### src/rtl/core/vlid_pkg.sv
// ----------------------------------------------------------------------------
// vlid_pkg
// Shared types and constants for the variable-length instruction decoder.
// ----------------------------------------------------------------------------
`default_nettype none

package vlid_pkg;

    localparam int unsigned POS_W  = 7;
    localparam int unsigned BYTE_W = 8;
    localparam int unsigned IMM_W  = 32;

    localparam logic [1:0] CLS_SHORT = 2'd0;
    localparam logic [1:0] CLS_IMM16 = 2'd1;
    localparam logic [1:0] CLS_FULL  = 2'd2;
    localparam logic [1:0] CLS_BLOCK = 2'd3;

    localparam logic [POS_W-1:0] LEN_SHORT      = 7'd2;
    localparam logic [POS_W-1:0] LEN_IMM16      = 7'd4;
    localparam logic [POS_W-1:0] LEN_FULL       = 7'd9;
    localparam logic [POS_W-1:0] LEN_BLOCK_BASE = 7'd2;

    localparam logic [POS_W-1:0] POS_TAG    = 7'd0;
    localparam logic [POS_W-1:0] POS_OP     = 7'd1;
    localparam logic [POS_W-1:0] POS_DEST   = 7'd2;
    localparam logic [POS_W-1:0] POS_SRC1   = 7'd3;
    localparam logic [POS_W-1:0] POS_SRC2   = 7'd4;
    localparam logic [POS_W-1:0] POS_IMM_B0 = 7'd5;
    localparam logic [POS_W-1:0] POS_IMM_B1 = 7'd6;
    localparam logic [POS_W-1:0] POS_IMM_B2 = 7'd7;
    localparam logic [POS_W-1:0] POS_IMM_B3 = 7'd8;

    localparam logic STATUS_OK    = 1'b0;
    localparam logic STATUS_TRUNC = 1'b1;

    typedef struct packed {
        logic [POS_W-1:0]  pos;
        logic [POS_W-1:0]  exp_len;
        logic [1:0]        cls;
        logic [BYTE_W-1:0] opcode;
        logic [BYTE_W-1:0] dest;
        logic [BYTE_W-1:0] src1;
        logic [BYTE_W-1:0] src2;
        logic [IMM_W-1:0]  imm;
    } t_dec_state;

    typedef struct packed {
        logic              status;
        logic [BYTE_W-1:0] opcode;
        logic [BYTE_W-1:0] dest;
        logic [BYTE_W-1:0] src1;
        logic [BYTE_W-1:0] src2;
        logic [IMM_W-1:0]  imm;
        logic [POS_W-1:0]  len;
    } t_dec_result;

    localparam t_dec_state  DEC_STATE_CLEAR = '0;
    localparam t_dec_result DEC_RESULT_ZERO = '0;

endpackage

`default_nettype wire

### src/rtl/core/vlid_step.sv
// ----------------------------------------------------------------------------
// vlid_step
// Next-state and result logic for one code byte: tag decode, field capture,
// completion and truncation.
// ----------------------------------------------------------------------------
`default_nettype none

module vlid_step (
    input  vlid_pkg::t_dec_state  i_state,
    input  logic [7:0]            i_code_byte,
    input  logic                  i_last,
    output vlid_pkg::t_dec_state  o_state,
    output logic                  o_emit,
    output vlid_pkg::t_dec_result o_result
);
    import vlid_pkg::*;

    t_dec_state             cap;
    logic [3:0]             blk_n;
    logic [POS_W-1:0]       next_pos;
    logic                   done;

    always_comb begin
        cap   = i_state;
        blk_n = (i_code_byte[3:0] == 4'd0) ? 4'd1 : i_code_byte[3:0];
        if (i_state.pos == POS_TAG) begin
            cap.dest = '0;
            cap.src1 = '0;
            cap.src2 = '0;
            cap.imm  = '0;
            cap.cls  = i_code_byte[7:6];
            case (i_code_byte[7:6])
                CLS_SHORT: begin
                    cap.exp_len = LEN_SHORT;
                    cap.opcode  = {4'd0, i_code_byte[3:0]};
                end
                CLS_IMM16: begin
                    cap.exp_len = LEN_IMM16;
                    cap.opcode  = {3'd0, i_code_byte[4:0]};
                end
                CLS_FULL: begin
                    cap.exp_len = LEN_FULL;
                    cap.opcode  = '0;
                end
                default: begin
                    cap.exp_len = LEN_BLOCK_BASE + {blk_n, 3'b000};
                    cap.opcode  = '0;
                end
            endcase
        end else if (i_state.cls == CLS_SHORT || i_state.cls == CLS_IMM16) begin
            if (i_state.pos == POS_OP) begin
                cap.dest = {4'd0, i_code_byte[7:4]};
                cap.src1 = {4'd0, i_code_byte[3:0]};
            end else if (i_state.cls == CLS_IMM16 && i_state.pos == POS_DEST) begin
                cap.imm = {24'd0, i_code_byte};
            end else if (i_state.cls == CLS_IMM16 && i_state.pos == POS_SRC1) begin
                cap.imm = {{16{i_code_byte[7]}}, i_code_byte, i_state.imm[7:0]};
            end
        end else begin
            case (i_state.pos)
                POS_OP:     cap.opcode = i_code_byte;
                POS_DEST:   cap.dest   = i_code_byte;
                POS_SRC1:   cap.src1   = i_code_byte;
                POS_SRC2:   cap.src2   = i_code_byte;
                POS_IMM_B0: cap.imm    = {24'd0, i_code_byte};
                POS_IMM_B1: cap.imm    = i_state.imm | {16'd0, i_code_byte, 8'd0};
                POS_IMM_B2: cap.imm    = i_state.imm | {8'd0, i_code_byte, 16'd0};
                POS_IMM_B3: cap.imm    = i_state.imm | {i_code_byte, 24'd0};
                default:    cap.imm    = i_state.imm;
            endcase
        end

        next_pos = i_state.pos + 7'd1;
        cap.pos  = next_pos;
        done     = (next_pos == cap.exp_len);

        o_result = DEC_RESULT_ZERO;
        o_emit   = done || i_last;
        if (done) begin
            o_result.status = STATUS_OK;
            o_result.opcode = cap.opcode;
            o_result.dest   = cap.dest;
            o_result.src1   = cap.src1;
            o_result.src2   = cap.src2;
            o_result.imm    = cap.imm;
            o_result.len    = cap.exp_len;
        end else if (i_last) begin
            o_result.status = STATUS_TRUNC;
        end
        o_state = o_emit ? DEC_STATE_CLEAR : cap;
    end

endmodule

`default_nettype wire

### src/rtl/core/var_length_instruction_decoder_core.sv
// ----------------------------------------------------------------------------
// var_length_instruction_decoder_core
// Decodes variable-length virtual-machine instructions from a byte stream.
// ----------------------------------------------------------------------------
// One code byte is taken per cycle on the slave side; tlast marks the last
// byte of the stream. Each byte passes an input register, then one step of
// decode logic that updates the held fields and the byte counter, and a
// finished instruction lands in the output register. The result of the
// final byte of an instruction is offered on the master side from the output
// register, once that byte has passed the input register and the decode step.
// Sustained rate is one byte per cycle while the master side takes results;
// a stall there holds the output register and then the input register.
// tuser bit 0 is the status: 0 decoded, 1 stream ended mid-instruction
// (all tdata fields then zero). The decoder then waits for a new tag byte.
`default_nettype none

module var_length_instruction_decoder_core (
    input  logic        i_clk,
    input  logic        i_rst_n,
    input  logic        s_axis_tvalid,
    output logic        s_axis_tready,
    input  logic [7:0]  s_axis_tdata,   // [7:0] code_byte
    input  logic        s_axis_tlast,   // stream_end
    output logic        m_axis_tvalid,
    input  logic        m_axis_tready,
    output logic [71:0] m_axis_tdata,   // [7:0] opcode, [15:8] dest_reg,
                                        // [23:16] src1_reg, [31:24] src2_reg,
                                        // [63:32] immediate, [70:64] instr_length
    output logic        m_axis_tuser    // [0] status
);
    import vlid_pkg::*;

    logic        r_in_valid;
    logic [7:0]  r_in_byte;
    logic        r_in_last;
    t_dec_state  r_state;
    t_dec_state  n_state;
    logic        r_out_valid;
    t_dec_result r_out;
    t_dec_result n_out;
    logic        step_emit;
    logic        advance;

    assign advance       = r_in_valid && (!r_out_valid || m_axis_tready);
    assign s_axis_tready = !r_in_valid || advance;

    vlid_step u_step (
        .i_state     (r_state),
        .i_code_byte (r_in_byte),
        .i_last      (r_in_last),
        .o_state     (n_state),
        .o_emit      (step_emit),
        .o_result    (n_out)
    );

    always_ff @(posedge i_clk) begin
        if (!i_rst_n) begin
            r_in_valid  <= 1'b0;
            r_out_valid <= 1'b0;
            r_state     <= DEC_STATE_CLEAR;
        end else begin
            if (s_axis_tready) begin
                r_in_valid <= s_axis_tvalid;
            end
            if (advance) begin
                r_state     <= n_state;
                r_out_valid <= step_emit;
            end else if (m_axis_tready) begin
                r_out_valid <= 1'b0;
            end
        end
    end

    always_ff @(posedge i_clk) begin
        if (s_axis_tready) begin
            r_in_byte <= s_axis_tdata;
            r_in_last <= s_axis_tlast;
        end
        if (advance && step_emit) begin
            r_out <= n_out;
        end
    end

    assign m_axis_tvalid = r_out_valid;
    assign m_axis_tuser  = r_out.status;
    assign m_axis_tdata  = {1'b0, r_out.len, r_out.imm, r_out.src2,
                            r_out.src1, r_out.dest, r_out.opcode};

endmodule

`default_nettype wire

### config.mk
export PLATFORM = sky130hd
export DESIGN_NAME = var_length_instruction_decoder_core
export DESIGN_NICKNAME = d
export VERILOG_FILES = /design/src/rtl/core/vlid_pkg.sv /design/src/rtl/core/vlid_step.sv /design/src/rtl/core/var_length_instruction_decoder_core.sv
export SDC_FILE = /design/constraint.sdc
export NUM_CORES = 1
export LEC_CHECK = 0
export ABC_AREA = 1
export BUFFER_PORTS_ARGS = -buffer_cell sky130_fd_sc_hd__buf_2
export CAP_MARGIN = 10
export CORE_UTILIZATION = 52
export DETAILED_ROUTE_END_ITERATION = 16
export GPL_ROUTABILITY_DRIVEN = 0
export PLACE_DENSITY = 0.71
export SYNTH_ARGS = -nofsm -noshare
export SYNTH_HDL_FRONTEND = slang
export SYNTH_HIERARCHICAL = 1
export SYNTH_SLANG_ARGS = --single-unit
### constraint.sdc
create_clock -name i_clk -period 6.4 [get_ports i_clk]
set_input_delay 1.92 -clock i_clk [delete_from_list [all_inputs] [get_ports i_clk]]
set_output_delay 1.92 -clock i_clk [all_outputs]
set_load 0.01 [all_outputs]
==> run_results.csv <==
group,metric,value,unit
yosys,synth.most_common_cell,"nand2_1",
run_status,outcome,"complete, no violations",
worst_setup_path,arrival,2.89,ns
yosys,synthDistinctLibCells,38,
worst_setup_path,start_kind,"primary input",
clock_tree,cts_root_buf,"clkbuf_16",
yosys,syn_area,9600,um^2
cells_and_area,drive_gt1_share,13.6,%
power,peakVddDrop,0.188,mV
clock_tree,clkTransAtPathRegs,0.06,ns
placement,io_buffer_count,86,
timing,clock.fmax,208,MHz
yosys,synthFlopType,"dfxtp_1",
floorplanning,start_util,53.2,%
worst_setup_path,end_kind,"primary output",
route,dr.pass1.iters,5,
floorplanning,coreArea,18000,um^2
power,powerDensity,256,nW/um^2
clock_tree,cts_hold_buf,0,
yosys,synth.area.top_cells,"edfxtp_1, dfxtp_1, nand2_1",
cells_and_area,syn_to_final_growth,8.25,%
timing,slew_violations,0,
clock_tree,cts_buffer_depth,2,
route,drt_iter0_markers,1157,
placement,dpl.hpwl,14500,um
route,postRouteAntennaNets,0,
route,wl_per_cell,15.2,um
timing,slew_headroom,29.9,%
clock_tree,clock-sinks,163,
clock_tree,ctsResizeCount,0,
timing,rsz0062_at_grt,"no",
grt,grt_overflow_total,0,
clock_tree,ctsHtreeMaxLevel,4,
worst_setup_path,path_max_fanout,11,
route,drcViolationCount,0,
route,vias_per_cell,5.48,
yosys,syn-instance-count,1364,
route,wl,24700,um
clock_tree,clk_latency,0.44,ns
timing,setup_violations,0,
clock_tree,cts_tree,"yes",
yosys,yosysTopAreaCellShare,25.3,%
grt,grt_pass1_wl,39100,um
yosys,avgSynthCellArea,7.04,um^2
cells_and_area,fillers,1740,
worst_setup_path,required,4.48,ns
timing,layout_setup_ws,1.59,ns
timing,period_needed,4.81,ns
clock_tree,tritoncts.num_buffers,17,
floorplanning,io-pin-count,88,
floorplanning,rows,49,
cells_and_area,antennaDiodeCount,0,
timing,post-route-period-util,75.2,%
grt,grt_pass1_vias,7644,
worst_setup_path,path_class,"primary input to primary output",
yosys,synth_nets,1386,
floorplanning,die_area,19000,um^2
run,maxCapViolCount,0,
yosys,yosys-top-cells-count,"nand2_1, nor2_1, nand3_1",
timing,skew,0.00813,ns
worst_hold_path,hp-class,"flop to flop",
grt,grt_max_degree,106,
floorplanning,die_w,138,um
cells_and_area,finalInstanceArea,10400,um^2
timing,worst_slew_pin_slew,1.05,ns
grt,grtUsageTotal,26.6,%
yosys,synth_edf_count,81,
timing,fin_setup_tns,0,ns
cells_and_area,num-nets-final,1409,
floorplanning,die_y,138,um
yosys,synth-seq-area-share,42.5,%
yosys,ys_ff_latch,163,
yosys,synth_area_leader_cell,"edfxtp_1",
yosys,synth-async-reset-ratio,0,%
placement,dpl_cell_area,9810,um^2
grt,antenna_found_initial,0,
power,leakage,4.45,nW
placement,post-place-ws,1.56,ns
timing,finalHoldViolCount,0,
route,vias,8919,
clock_tree,postCtsSetupBuffers,0,
yosys,synth_warnings,6,
==> final cells by class <==
class | instances | area (um^2) | share of cell area (%)
repair buffers | 97 | 513 | 4.94
well taps | 229 | 287 | 2.76
flip-flops and latches | 163 | 4080 | 39.3
clock inverters | 14 | 136 | 1.31
clock buffers | 18 | 439 | 4.23
multi-input cells | 955 | 4320 | 41.6
inverters | 153 | 616 | 5.93
==> per-stage QoR <==
stage / util (%) / hold WS (ns) / cells / total power [mW]
finish: 57.6 / 0.481 / 1629 / 2.66
global placement: 54.4 / 0.461 / 1597 / 1.65
global route: 57.6 / 0.520 / 1629 / 2.78
detailed placement: 54.4 / 0.470 / 1597 / 1.66
CTS: 57.6 / 0.486 / 1629 / 2.67
floorplan: - / 0.446 / 1364 / 1.58
==> report_power, final <==
group / total (mW) / switching [mW] / internal, mW
registers: 1.18 / 0.0428 / 1.14
logic: 0.467 / 0.320 / 0.147
clock network: 1.01 / 0.431 / 0.581
total: 2.66 / 0.794 / 1.87
==> kinds of logic (layout without fill, tap and decap cells) <==
group | count (synthesis) | in the layout | synth area share [%]
other | 1 | 1 | 0.0391
AND/OR/NAND/NOR | 739 | 739 | 32.1
XOR/XNOR | 1 | 1 | 0.0913
flip-flops | 163 | 163 | 42.5
AO/OA/AOI/OAI | 205 | 205 | 11.5
buffers and inverters | 246 | 282 | 12.6
adder cells (fa/ha/maj) | 9 | 9 | 1.17
==> critical path, cell delays in order <==
cell and delay [ns]:
buf_2 0.10, inv_2 0.06, nand3_1 0.45, buf_2 0.34
==> metal layers <==
layer	track usage [%]	vias up	part of all wire, %	wire (um)
li1	-	4412	-	-
met2	41.9	404	47	11600
met4	8.03	0	1.5	378
met5	0	-	0	0
met1	37.2	4073	44	10700
met3	4.68	30	8.0	1970
==> final timing paths <==
path / endpoint / from / cells after the start / slack, ns
max: s_axis_tready / m_axis_tready / 4 / 1.59
min: r_state[70]$_SDFFE_PN0P_ / r_state[70]$_SDFFE_PN0P_ / 2 / 0.48
max reg2reg: m_axis_tdata[40]$_DFFE_PP_ / r_state[73]$_SDFFE_PN0P_ / 16 / 1.69
min reg2reg: r_state[70]$_SDFFE_PN0P_ / r_state[70]$_SDFFE_PN0P_ / 2 / 0.48
==> sequential cells by signal, summed over array words and instances, names as in the netlist <==
register / cells
r_state: 80
m_axis_tdata: 71
r_in_byte: 8
m_axis_tuser: 1
m_axis_tvalid: 1
r_in_last: 1
r_in_valid: 1
==> placed cells by master, fill, tap and decap left out, types with 3 or more instances in the layout <==
cell,count
a21oi_1,133
buf_2,86
buf_4,11
clkbuf_16,17
clkinv_1,4
clkinv_2,37
clkinvlp_4,3
dfxtp_1,81
edfxtp_1,81
ha_1,9
inv_1,106
inv_2,12
nand2_1,302
nand3_1,143
nand4_1,3
nor2_1,269
nor2_2,4
nor3_1,4
o211ai_1,27
o21ai_0,37
No activity file was read; power rests on OpenSTA's default activity.
